### src/hw/rtl/csik_sqrt.sv
module csik_sqrt (
  input  logic        clk,
  input  logic        rst_n,
  input  logic        start,
  input  logic [63:0] arg,
  output logic        done,
  output logic [31:0] root
);

  logic [63:0] rem_r, r_r;
  logic [4:0]  k_r;
  logic        busy_r, done_r;
  logic [31:0] root_r;
  logic [63:0] b, trial;

  assign b     = 64'd1 << {k_r, 1'b0};
  assign trial = r_r + b;

  always_ff @(posedge clk) begin
    if (!rst_n) begin
      busy_r <= 1'b0;
      done_r <= 1'b0;
    end else begin
      done_r <= 1'b0;
      if (start) begin
        rem_r  <= arg;
        r_r    <= '0;
        k_r    <= 5'd31;
        busy_r <= 1'b1;
      end else if (busy_r) begin
        if (rem_r >= trial) begin
          rem_r <= rem_r - trial;
          r_r   <= (r_r >> 1) + b;
          if (k_r == 5'd0) root_r <= 32'((r_r >> 1) + b);
        end else begin
          r_r <= r_r >> 1;
          if (k_r == 5'd0) root_r <= 32'(r_r >> 1);
        end
        k_r <= k_r - 5'd1;
        if (k_r == 5'd0) begin
          busy_r <= 1'b0;
          done_r <= 1'b1;
        end
      end
    end
  end

  assign done = done_r;
  assign root = root_r;

endmodule

### config.mk
export PLATFORM = sky130hd
export DESIGN_NAME = csik_sqrt
export DESIGN_NICKNAME = d
export VERILOG_FILES = /design/src/hw/rtl/csik_sqrt.sv
export SDC_FILE = /design/constraint.sdc
export NUM_CORES = 1
export LEC_CHECK = 0
export BUFFER_PORTS_ARGS = -buffer_cell sky130_fd_sc_hd__buf_2
export CAP_MARGIN = 15
export CORE_UTILIZATION = 35
export DETAILED_ROUTE_END_ITERATION = 12
export SETUP_SLACK_MARGIN = 0.05
export SYNTH_ARGS = -nofsm -noshare
export SYNTH_HDL_FRONTEND = slang
export SYNTH_SLANG_ARGS = --single-unit
### constraint.sdc
create_clock -name clk -period 9 [get_ports clk]
set_clock_uncertainty 0.2 [all_clocks]
set_input_delay 0.9 -clock clk [delete_from_list [all_inputs] [get_ports clk]]
set_output_delay 0.9 -clock clk [all_outputs]
set_load 0.01 [all_outputs]
-- Yosys cells after proc, flatten, opt, wreduce, memory -nomap -nowiden
Index checks and enable logic that the tools add are counted.
Widths: inputs -> output; s select.
- bits in latches: 0
- input bits: 67
- output and inout bits: 33
- memory bits (writable): 0
- memories: 0
- ROM bits: 0
- register bits after elaboration: 167
- word-level logic and storage cells: 35
- multiplexer cells: 13
- equal/unequal tests: 0
- add/subtract/negate cells: 4
- $mul: 0
- order comparisons: 1
- bitwise operators: 3
- reductions and logical operators: 7
- divide/modulo/power cells: 0
- shift-type cells: 1
- operators with widths (cell ; number):
    $mux 64 ; 5
    $mux 32 ; 3
    $add 63x64->64 ; 1
    $add 64x64->64 ; 1
    $ge 64x64->1 ; 1
    $shl 1x6->64 const A ; 1
    $sub 64x64->64 ; 1
    $logic_not 5->1 ; 1
    $mux 5 ; 1
    $sub 5x1->5 const B ; 1
    $mux 1 ; 4
    $reduce_and 4->1 ; 1
    $reduce_bool 2->1 ; 2
    $not 1->1 ; 3
    $reduce_and 3->1 ; 1
    $reduce_or 3->1 ; 1
    $reduce_and 2->1 ; 1

-- Longest topological paths before layout
- word-level depth: 6
- gate-level depth with buffers: 30
- depth with buffers taken out: 26

-- Least setup slack after synthesis
Ideal clock, no wire load.
- path type: reg-to-reg
- start: register k_r[2]
- end: register rem_r[0], enable pin
- data required time: 8314 ps
- path slack: 337 ps
- setup time: 486 ps
- path buffers: 4
- stages on the path, launching flop included: 29
- arrival: 7976 ps
- period minus slack after synthesis: 8663 ps
- cell sequence: edfxtp_1 > buf_2 > or2_2 > clkbuf_1 > nor3b_1 > ha_1 > ha_1 > o211ai_1 > o21ai_0 > a211o_1 > nand2_1 > o41a_1 > o31ai_1 > a31oi_1 > nor2_1 > o21ai_0 > xor2_1 > ha_1 > nand2_1 > o21bai_1 > a22oi_1 > a211oi_1 > o21ai_1 > a31oi_1 > or3_1 > buf_2 > buf_2 > nor2_1 > nor2_1
- word-level cells in the longest chain between the ends: 5
- ends and longest elaborated chain (item ; line ; source):
    start, declared ; 11 ; logic [4:0] k_r;
    start signal, assigned ; 39 ; k_r <= k_r - 5'd1;
    $shl 1x6->64 ; 16 ; assign b = 64'd1 << {k_r, 1'b0};
    $add 64x64->64 ; 17 ; assign trial = r_r + b;
    $ge 64x64->1 ; 31 ; if (rem_r >= trial) begin
    $reduce_bool 2->1 (no line) ; - ;
    $reduce_and 3->1 (no line) ; - ;
    end signal, assigned ; 26 ; rem_r <= arg;
    end signal, assigned ; 32 ; rem_r <= rem_r - trial;
    end, declared ; 10 ; logic [63:0] rem_r, r_r;
No other way between the ends.
A chain may end at the register's enable or synchronous reset.

-- Final worst setup path
- start: register k_r[2]
- end: register rem_r[27], enable pin
The elaborated chain is that of the path after synthesis.

==> out/metrics.csv <==
stage;metric;value;unit
power;power_density;155.5;nW/um^2
power;ir_worst_vdd;0.08595;mV
placement;dpl.hpwl;34.93;mm
synthesis;post-synth-top-area-cell;edfxtp_1;
critical_path;r2r_setup_slack;1.35;ns
critical_path;crit_path_end_kind;flip-flop;
floorplanning;initial_core_util;35.81;%
synthesis;synthesis.nets;2050;
floorplanning;coreArea;43460;sq um
cts;cts_resized;0;
min_path;hold_path_end;done$_SDFF_PP0_;
global_route;globalRouteOverflowTotal;0;
synthesis;synth_cells;1849;
timing;slew_viol_final;0;
drt;route.detailed.drc;0;
synthesis;yosys_warnings;0;
synthesis;synth_edf_count;165;
synthesis;ys_types;76;
synthesis;syn_area_per_cell;8.417;sq um
global_route;grt_pass1_wl;71.06;mm
drt;ant_nets;0;
placement;io_buffers;99;
timing;setup_ws;1.347;ns
floorplanning;row_count;76;
global_route;grt_usage;20.10;%
drt;finalWirelength;45.06;mm
timing;fin_hold_ws;0.3009;ns
timing;period_minus_slack;7.653;ns
finish;nets;2093;
cts;htreeDepth;4;
critical_path;required;8.89;ns
floorplanning;dieHeight;212.9;um
critical_path;startpoint_type;flip-flop;
timing;max_clock_freq;0.1307;GHz
finish;utilization;39.41;%
synthesis;synth_top_area_share;31.84;%
min_path;min_path_cells;1;
cts;holdBufCountCts;0;
synthesis;synthArstFlopShare;0;%
cts;clkSinkCount;167;
finish;area_delta_synth_final;10.06;%
timing;hold_viol;0;
drt;vias_per_cell;5.621;
cts;cts_tree;yes;
global_route;antenna_found_initial;0;
floorplanning;die_w;212.9;um
floorplanning;die-area;45310;sq um
critical_path;r2r_cells;25;
status;outcome;finished, final reports clean;
finish;drive_above_1_share;9.449;%
synthesis;synth_top_flop_cell;edfxtp_1;
finish;antenna_cells;0;
timing;setup_viol;0;
critical_path;crit_fanout;64;
timing;fin_setup_tns;0;ns
global_route;grt_max_degree;84;
synthesis;synthesis.area;15560;sq um
job;cap_violations;0;
cts;cts_buffer_depth;2;
critical_path;r2r-start;k_r[2]$_SDFFCE_PP1P_;
drt;vias;14000;
critical_path;crit_arrival;7.55;ns
synthesis;synthMostInstantiatedCell;nand2_1;
synthesis;synth_common_cells;nand2_1, edfxtp_1, o21ai_0, nor2_1, ha_1;
cts;insertion_delay;0.48;ns
cts;clkTransAtPathRegs;0.08;ns
min_path;hp-class;flip-flop to flip-flop;
drt;drt_iter0_markers;1256;
synthesis;synth_area_leaders;edfxtp_1, ha_1, nand2_1;
synthesis;ys_seq_area_share;32.10;%
cts;post-cts-setup-buffers;0;
power;p_leak;6.573;nW
critical_path;r2r_end;rem_r[27]$_DFFE_PP_;
timing;rsz0062_at_grt;false;
placement;dp_slack;1.557;ns
placement;gp_congestion;0.9513;
timing;slew_headroom;30.42;%
drt;wl_per_cell;18.10;um
cts;cts_made_buffers;17;
synthesis;synth_seq_cells;167;
timing;timing.final.crit_share;85.03;%
floorplanning;boundaryPins;100;
cts;root_buffer;clkbuf_16;
drt;firstDrtPassIters;6;
critical_path;crit_type;flip-flop to flip-flop;
timing;tightest_slew;1.033;ns
min_path;hold_start;busy_r$_SDFF_PN0_;
global_route;grt_pass1_vias;13540;
registers in the layout, summed over array words and instances, names as in the netlist:
register	count
root	32
busy_r	1
r_r	64
k_r	5
rem_r	64
done	1
power by group:
group | total [mW] | internal (mW) | switching [mW]
logic | 0.880 | 0.347 | 0.534
registers | 1.02 | 0.949 | 0.0676
clock network | 0.766 | 0.392 | 0.374
total | 2.66 | 1.69 | 0.975
worst max-delay path, cell delays in order (launching register included):
cell and delay (ns):
edfxtp_1 0.54, or2_2 0.41, nor3b_1 0.44, ha_1 0.29, ha_1 0.26, o211ai_1 0.14, o21ai_0 0.32, a211o_1 0.25
nand2_1 0.11, o41a_1 0.41, o31ai_1 0.32, a31oi_1 0.16, nor2_1 0.10, o21ai_0 0.10, xor2_1 0.17, ha_1 0.42
nand2_1 0.17, o21bai_1 0.29, a22oi_1 0.14, a211oi_1 0.37, o21ai_1 0.14, a31oi_1 0.32, or3_2 0.20, nor2_1 0.09
nor2_4 0.11, buf_4 0.73
through the flow:
| stage | instances | power, mW | area [sq um] |
|---|---|---|---|
| 2_1_floorplan | 1849 | 1.679 | 15560 |
| 3_3_place_gp | 2458 | 1.897 | 16540 |
| 3_5_place_dp | 2458 | 1.907 | 16540 |
| 4_1_cts | 2490 | 2.679 | 17130 |
| 5_1_grt | 2490 | 2.815 | 17130 |
| 6_report | 2490 | 2.663 | 17130 |
layout by cell type (no fill, tap or decap), drive strengths merged, types with 22 or more instances in the layout:
| master | netlist | routed |
|---|---|---|
| nand2b | 22 | 22 |
| nand4 | 35 | 35 |
| buf | 15 | 107 |
| a21o | 58 | 58 |
| edfxtp | 165 | 165 |
| a21oi | 131 | 131 |
| nand3 | 31 | 31 |
| a31oi | 60 | 60 |
| o21bai | 39 | 39 |
| nor2 | 152 | 152 |
| ha | 133 | 133 |
| nand2 | 253 | 253 |
| nor3 | 31 | 31 |
| xor2 | 88 | 88 |
| xnor2 | 89 | 89 |
| nor2b | 54 | 54 |
| o21ai | 168 | 168 |
| inv | 39 | 47 |
routing by layer:
layer | routed length (um) | GRT usage, % | up-vias
met4 | 1163 | 7.318 | 0
met2 | 22120 | 35.03 | 396
met1 | 19640 | 24.74 | 6636
li1 | - | - | 6888
met3 | 2131 | 3.383 | 76
met5 | 0 | 0 | -
cell families after synthesis:
group	after synthesis	synth area share, %
xor+xnor	177	9.961
fa+ha+maj	136	10.95
buf+inv	122	3.031
flops	167	32.10
compound gates	588	23.99
simple gates	653	19.55
mux	6	0.4181
worst max path at each step:
stage	endpoint	depth (start not counted)	startpoint	slack (ns)
2_1_floorplan	rem_r[0]$_DFFE_PP_	28	k_r[2]$_SDFFCE_PP1P_	0.34
3_3_place_gp	r_r[5]$_SDFFCE_PP0P_	26	k_r[2]$_SDFFCE_PP1P_	1.82
3_5_place_dp	rem_r[12]$_DFFE_PP_	25	k_r[2]$_SDFFCE_PP1P_	1.56
4_1_cts	rem_r[3]$_DFFE_PP_	25	k_r[2]$_SDFFCE_PP1P_	1.50
5_1_grt	rem_r[46]$_DFFE_PP_	25	k_r[2]$_SDFFCE_PP1P_	0.86
6_report	rem_r[27]$_DFFE_PP_	25	k_r[2]$_SDFFCE_PP1P_	1.35
area by class of cell:
cell class                      instances  area (sq um)
Clock inverter                         15         157.7
Inverter                               39         146.4
Sequential cell                       167          4995
Fill cell                            4486         26330
Timing Repair Buffer                  107         561.8
Tap cell                              585         732.0
Multi-Input combinational cell       1560         10110
Clock buffer                           17         425.4
Note: power is estimated with default switching activity, not from simulation.
