--- config.mk ---
export PLATFORM = sky130hd
export DESIGN_NAME = csik_mul
export DESIGN_NICKNAME = d
export VERILOG_FILES = /design/src/hw/rtl/csik_pkg.sv /design/src/hw/rtl/csik_mul.sv
export SDC_FILE = /design/constraint.sdc
export NUM_CORES = 2
export LEC_CHECK = 0
export BUFFER_PORTS_ARGS = -buffer_cell sky130_fd_sc_hd__buf_2
export CORE_ASPECT_RATIO = 2
export CORE_MARGIN = 1
export CORE_UTILIZATION = 42
export CTS_BUF_LIST = sky130_fd_sc_hd__clkbuf_4 sky130_fd_sc_hd__clkbuf_8
export CTS_CLUSTER_DIAMETER = 40
export CTS_CLUSTER_SIZE = 40
export DETAILED_ROUTE_END_ITERATION = 10
export HOLD_SLACK_MARGIN = 0.15
export PLACE_DENSITY = 0.56
export SYNTH_ARGS = -nofsm -noshare
export SYNTH_HDL_FRONTEND = slang
export SYNTH_SLANG_ARGS = --single-unit
--- constraint.sdc ---
create_clock -name clk -period 14 [get_ports clk]
set_input_delay 2.8 -clock clk [delete_from_list [all_inputs] [get_ports clk]]
set_output_delay 2.8 -clock clk [all_outputs]
set_load 0.05 [all_outputs]
--- src/hw/rtl/csik_pkg.sv ---
package csik_pkg;

  // one request to the shared multiplier: |a|*|b| >> sh, saturated, signed
  typedef struct packed {
    logic signed [63:0] a;
    logic signed [63:0] b;
    logic [5:0]         sh;
  } mul_req_t;

  localparam logic signed [63:0] LN2_Q32       = 64'sd2977044472;
  localparam logic signed [63:0] STEP_GAIN_Q26 = 64'sd13421773;
  localparam logic signed [63:0] TOL_Q48       = 64'sd281474976711;
  localparam logic signed [63:0] INV_2PI_Q32   = 64'sd683565276;
  localparam logic signed [63:0] X_LIMIT       = 64'sd536870912;
  localparam logic signed [63:0] ONE_Q24       = 64'sd16777216;
  localparam logic signed [63:0] CNT_MAX       = 64'sd8388607;
  localparam logic signed [63:0] CNT_MIN       = -64'sd8388608;
  localparam logic signed [63:0] PHI0_Q12_UM   = 64'sd29009123072;
  localparam logic signed [63:0] C_Q56_UM      = 64'sd6104587950;

  localparam int unsigned NUM_REGS = 8;
  localparam logic [2:0] REG_LEFT_HOME  = 3'd6;
  localparam logic [2:0] REG_RIGHT_HOME = 3'd7;

endpackage

--- src/hw/rtl/csik_mul.sv ---
module csik_mul import csik_pkg::*; (
  input  logic               clk,
  input  logic               rst_n,
  input  logic               start,
  input  mul_req_t           req,
  output logic               done,
  output logic signed [63:0] res
);

  logic [63:0]  ua_r, ub_r;
  logic         neg_r;
  logic [5:0]   sh_r;
  logic [127:0] acc_r;
  logic [1:0]   ph_r;
  logic         busy_r, fin_r, done_r;
  logic signed [63:0] res_r;

  logic [31:0]  ah, bh;
  logic [63:0]  pp;
  logic [127:0] pp_sh;
  logic [127:0] sr;
  logic [63:0]  mag;

  assign ah = ph_r[1] ? ua_r[63:32] : ua_r[31:0];
  assign bh = ph_r[0] ? ub_r[63:32] : ub_r[31:0];
  assign pp = 64'(ah) * 64'(bh);

  always_comb begin
    unique case (ph_r)
      2'd0:    pp_sh = {64'b0, pp};
      2'd3:    pp_sh = {pp, 64'b0};
      default: pp_sh = {32'b0, pp, 32'b0};
    endcase
  end

  assign sr  = acc_r >> sh_r;
  assign mag = (|sr[127:63]) ? 64'h7FFF_FFFF_FFFF_FFFF : sr[63:0];

  always_ff @(posedge clk) begin
    if (!rst_n) begin
      busy_r <= 1'b0;
      fin_r  <= 1'b0;
      done_r <= 1'b0;
      ph_r   <= 2'd0;
    end else begin
      done_r <= 1'b0;
      fin_r  <= 1'b0;
      if (start) begin
        ua_r   <= req.a[63] ? 64'd0 - 64'(req.a) : 64'(req.a);
        ub_r   <= req.b[63] ? 64'd0 - 64'(req.b) : 64'(req.b);
        neg_r  <= req.a[63] ^ req.b[63];
        sh_r   <= req.sh;
        acc_r  <= '0;
        ph_r   <= 2'd0;
        busy_r <= 1'b1;
      end else if (busy_r) begin
        acc_r <= acc_r + pp_sh;
        ph_r  <= ph_r + 2'd1;
        if (ph_r == 2'd3) begin
          busy_r <= 1'b0;
          fin_r  <= 1'b1;
        end
      end else if (fin_r) begin
        res_r  <= neg_r ? -$signed(mag) : $signed(mag);
        done_r <= 1'b1;
      end
    end
  end

  assign done = done_r;
  assign res  = res_r;

endmodule

Yosys cells after proc, flatten, opt, wreduce, memory -nomap -nowiden
Cells that the tools add are included.
- bits in latches: 0
- memories kept: 0
- bits in registers: 332
- ROM bits: 0
- RAM bits: 0
- divide/modulo/power cells: 0
- add/sub/neg operators: 5
- reduce and logical (&&, ||, !) cells: 9
- bitwise gates (word level): 4
- equality and inequality tests: 1
- shift-type cells: 1
- multiply operators: 1
- $lt $le $gt $ge: 0
- muxes and demuxes: 13
- operator list (operator ; count):
    128-bit case mux with 2 select lines ; 1
    128-bit adder ; 1
    128-bit two-way mux ; 1
    64-bit two-way mux ; 2
    128-bit by 6-bit right shift with 128-bit output ; 1
    1-bit by 64-bit subtractor with 64-bit output (first input constant) ; 2
    63-bit two-way mux ; 2
    65-bit OR reduction ; 1
    32-bit by 32-bit multiplier with 64-bit output ; 1
    32-bit two-way mux ; 2
    64-bit negator ; 1
    3-bit OR reduction ; 2
    1-bit two-way mux ; 5
    2-bit AND reduction ; 2
    4-bit AND reduction ; 1
    1-bit inverter ; 3
    2-bit by 1-bit adder with 2-bit output (second input constant) ; 1
    2-bit equality test (second input constant) ; 1
    2-bit logical NOT ; 1
    2-bit nonzero test ; 1
    2-bit OR reduction ; 1
    1-bit bitwise XOR ; 1

Logic depth before layout (Yosys ltp)
- depth after elaboration: 5
- gate-level depth with buffers: 47
- gate-level depth less buffers: 42

Least setup slack after synthesis
Ideal clock, no wire load.
- path type: register -> register
- start point: register ph_r[1]
- end point: register acc_r[114], data pin
- path slack: 1.498 ns
- setup time: 0.260 ns
- cell stages (with the launch flop): 43
- data required time: 13.740 ns
- period minus slack after synthesis: 12.502 ns
- arrival time: 12.242 ns
- cells stage by stage: dfxtp_1 clkbuf_1 clkbuf_1 buf_1 mux2i_1 clkbuf_1 nor2_1 fa_1 inv_1 fa_1 fa_1 fa_1 inv_1 fa_1 inv_1 fa_1 inv_1 fa_1 [7 not listed] o2111ai_1 nand4_1 a31oi_1 a221o_1 xor2_1 a22o_1 ha_1 clkbuf_1 nand4_1 nor4_1 nand2_1 o311ai_0 a21oi_1 o31ai_1 a211oi_1 o31ai_1 a21boi_0 mux2_2
- word-level cells in the longest chain between the ends: 5
- elaborated cells between the ends (all ways): 7
- RTL lines (what ; line ; RTL):
    start: declaration ; csik_mul.sv:14 ; logic [1:0] ph_r;
    start signal: assignment ; csik_mul.sv:58 ; ph_r <= ph_r + 2'd1;
    32-bit two-way mux ; csik_mul.sv:24 ; assign ah = ph_r[1] ? ua_r[63:32] : ua_r[31:0];
    32-bit by 32-bit multiplier with 64-bit output ; csik_mul.sv:26 ; assign pp = 64'(ah) * 64'(bh);
    128-bit case mux with 2 select lines * ; csik_mul.sv:29 ; unique case (ph_r)
    128-bit adder * ; csik_mul.sv:57 ; acc_r <= acc_r + pp_sh;
    128-bit two-way mux * ; csik_mul.sv:56 ; end else if (busy_r) begin
    end signal: assignment ; csik_mul.sv:57 ;
    end: declaration ; csik_mul.sv:13 ; logic [127:0] acc_r;
Every way passes the cells marked *; elsewhere a longest branch is shown, timed or not. The select of a mux whose other input is x is not followed.
A chain may end at the register's enable or synchronous reset.

Worst setup path after layout
- start point: register ph_r[0]
- end point: register acc_r[114], data pin
- word-level cells in the longest chain between the ends: 5
- elaborated cells between the ends (all ways): 7
- RTL lines (what ; line ; RTL):
    32-bit two-way mux ; csik_mul.sv:25 ; assign bh = ph_r[0] ? ub_r[63:32] : ub_r[31:0];
    32-bit by 32-bit multiplier with 64-bit output ; csik_mul.sv:26 ;
    128-bit case mux with 2 select lines * ; csik_mul.sv:29 ;
    128-bit adder * ; csik_mul.sv:57 ;
    128-bit two-way mux * ; csik_mul.sv:56 ;
Marked as above.

==> out/metrics.cfg <==
[clock_tree]
post_cts_resized=0
path_clk_slew_ns=0.09
cts_tree=built
htreeDepth=2
cts.sinks=332
clock_latency_ns=0.82
clock_path_buffers=3
hold_buffers=0
root_buffer=clkbuf_8
post-cts-setup-buffers=0
numCtsBuffers=51

[logic_synthesis]
avgSynthCellArea_um2=9.25
yosys_most_used_dff=edfxtp_1
synthesis.nets=8542
synth.yosys.seq_area_share_pct=15.1
synthesis.area_um2=65700
ys_seq_elements=332
async_flop_share_pct=0
ys_types=92
yosys_warnings=0
netlist_instances=7106
synth-edff-count=327

[drt]
antenna_left=0
dr_total_vias=55900
drtIter0Drc=3230
drcViolationCount=0
wire_per_inst_um=30.1
drt_pass1_iterations=5
routed_wl_um=285000
via_per_inst=5.90

[critical_path]
slowest_stage=xnor2_1
endpoint_kind=register
path_common_cell=fa_1
cp_max_fo=28
cp_slowest_stage_delay_ns=1.15
crit_arrival_ns=14.04
criticalPathCategory=register to register
cp.required_ns=14.56
start_kind=register

[worst_hold_path]
min_path_type=register to register

[global_route]
first_global_vias=60000
grt_usage_pct=36.4
grt_overflow=0
grt_max_degree=82
grt_pass1_wl_um=407000
antenna_found_initial=3

[floorplan]
die_h_um=561
core_um2=156000
pin_count=202
start_util_pct=42.2
die_w_um=282
die_area_um2=158000
rows=205

[sta]
period_share_pct=96.3
fin_setup_tns_ns=0
fin_crit_ns=13.48
worst_pin_slew_ns=1.50
maxSlewViolCount=7
setup_violations=0
finalHoldViolCount=0
rsz0062_at_grt=no
clock_skew_ns=0.0791
relSlewSlack_pct=-2.87
max_freq_ghz=0.0742

[final_layout]
fill_cells=15200
post-route-util_pct=46.3
fin_nets=8786
syn2layout_area_growth_pct=9.78
layout-drive-gt1-share_pct=14.9

[outcome]
violations=capacitance limit, slew limit
status=finished, violations left

[flow_run]
cap_viol_max_count=2

[placement]
gp_congestion=1.05
port_buffers=201
dp_hpwl_um=237000

per-layer routing:
layer | vias up | GRT usage (%) | wire length, um
li1 | 24500 | - | -
met1 | 27900 | 31.0 | 81600
met2 | 2285 | 66.7 | 148000
met3 | 1179 | 5.01 | 13200
met4 | 2 | 42.2 | 41700
met5 | - | 0 | 12
registers in the layout, summed over array words and instances, names as in the netlist:
register,count
ub_r,64
ph_r,2
ua_r,64
sh_r,6
neg_r,1
busy_r,1
fin_r,1
acc_r,128
res,64
done,1
critical path: cells and delay by family (launching register included):
| kind | cells | cell delay (ns) |
|---|---|---|
| compound gates | 10 | 2.70 |
| mux | 2 | 0.96 |
| xor+xnor | 1 | 1.15 |
| buf+inv | 10 | 1.87 |
| flops | 1 | 0.55 |
| fa+ha+maj | 10 | 4.81 |
| simple gates | 10 | 1.21 |
synthesized netlist by cell type, drive strengths merged (11+ instances only):
| cell | count | area share, % |
|---|---|---|
| clkbuf | 303 | 1.7 |
| mux2i | 133 | 2.0 |
| nand2b | 38 | 0.37 |
| or2 | 16 | 0.15 |
| a21oi | 315 | 2.4 |
| nand2 | 761 | 4.4 |
| a22o | 57 | 0.76 |
| a31oi | 27 | 0.26 |
| nand3 | 99 | 0.79 |
| and4 | 11 | 0.15 |
| ha | 402 | 7.7 |
| or4 | 24 | 0.27 |
| o21a | 33 | 0.38 |
| o211ai | 23 | 0.26 |
| and2 | 78 | 0.74 |
| inv | 927 | 5.3 |
| o21ai | 247 | 1.9 |
| a211oi | 22 | 0.26 |
| mux4 | 228 | 7.9 |
| nor2b | 32 | 0.30 |
| nand4 | 64 | 0.61 |
| nor4 | 23 | 0.22 |
| o41ai | 25 | 0.33 |
| a21o | 167 | 1.9 |
| a221oi | 11 | 0.15 |
| nor3 | 74 | 0.59 |
| xor2 | 64 | 0.85 |
| o21bai | 47 | 0.54 |
| or3 | 40 | 0.38 |
| mux2 | 122 | 2.1 |
| and3 | 42 | 0.40 |
| buf | 83 | 0.78 |
| o31ai | 48 | 0.55 |
| xnor2 | 238 | 3.2 |
| fa | 897 | 27 |
| edfxtp | 327 | 15 |
| a21boi | 13 | 0.15 |
| nor2 | 917 | 5.3 |
path summary, 6_finish.rpt:
kind                            startpoint         end  slack, ns  cells past startpoint
worst max-delay path               ph_r[0]  acc_r[114]       0.52                     43
worst min-delay path                 fin_r        done       0.50                      1
worst max register to register     ph_r[0]  acc_r[114]       0.52                     43
worst min register to register       fin_r        done       0.50                      1
logic make-up (layout without fill, tap and decap cells):
kind of cell	after synthesis	in the layout	share of synthesized area [%]
AND/OR/NAND/NOR	2243	2243	14.9
buffers and inverters	1316	1603	7.82
adder cells (fa/ha/maj)	1299	1299	35.0
AO/OA/AOI/OAI	1131	1131	11.2
multiplexers	483	483	12.0
flip-flops	332	332	15.1
XOR/XNOR	302	302	4.03
other	0	4	0
placed cells by master (no fill, tap or decap), types with 52 or more instances in the layout:
master / n
inv_1: 925
nor2_1: 915
fa_1: 897
nand2_1: 760
ha_1: 401
buf_4: 372
edfxtp_1: 327
a21oi_1: 315
o21ai_0: 245
xnor2_1: 237
mux4_2: 217
buf_2: 200
a21o_1: 167
mux2_2: 114
nand3_1: 96
mux2i_1: 86
and2_1: 77
nor3_1: 71
nand4_1: 64
xor2_1: 63
a22o_1: 57
clkbuf_8: 52
cell type report:
cell class                      count  area, um2  share of cell area (%)
Inverter                          930       3500                    4.85
Multi-Input combinational cell   5458      50900                    70.6
Tap cell                         2070       2590                    3.59
Sequential cell                   332       9930                    13.8
Timing Repair Buffer              577       3890                    5.40
Clock inverter                     43        548                   0.760
Clock buffer                       53        723                    1.00
Antenna cell                        4       10.0                  0.0139
through the flow:
step	cells	setup WS, ns	instance area (um2)	hold slack (ns)
4_1_cts	9463	0.144	72100	0.491
6_report	9467	0.525	72100	0.495
3_5_place_dp	9367	0.0867	70800	0.466
3_3_place_gp	9367	0.177	70800	0.463
5_1_grt	9464	0.0514	72100	0.531
2_1_floorplan	7106	1.50	65700	0.452
Power is not shown: default switching activity piles up to over one toggle a cycle in this logic, so the estimate is an artifact.
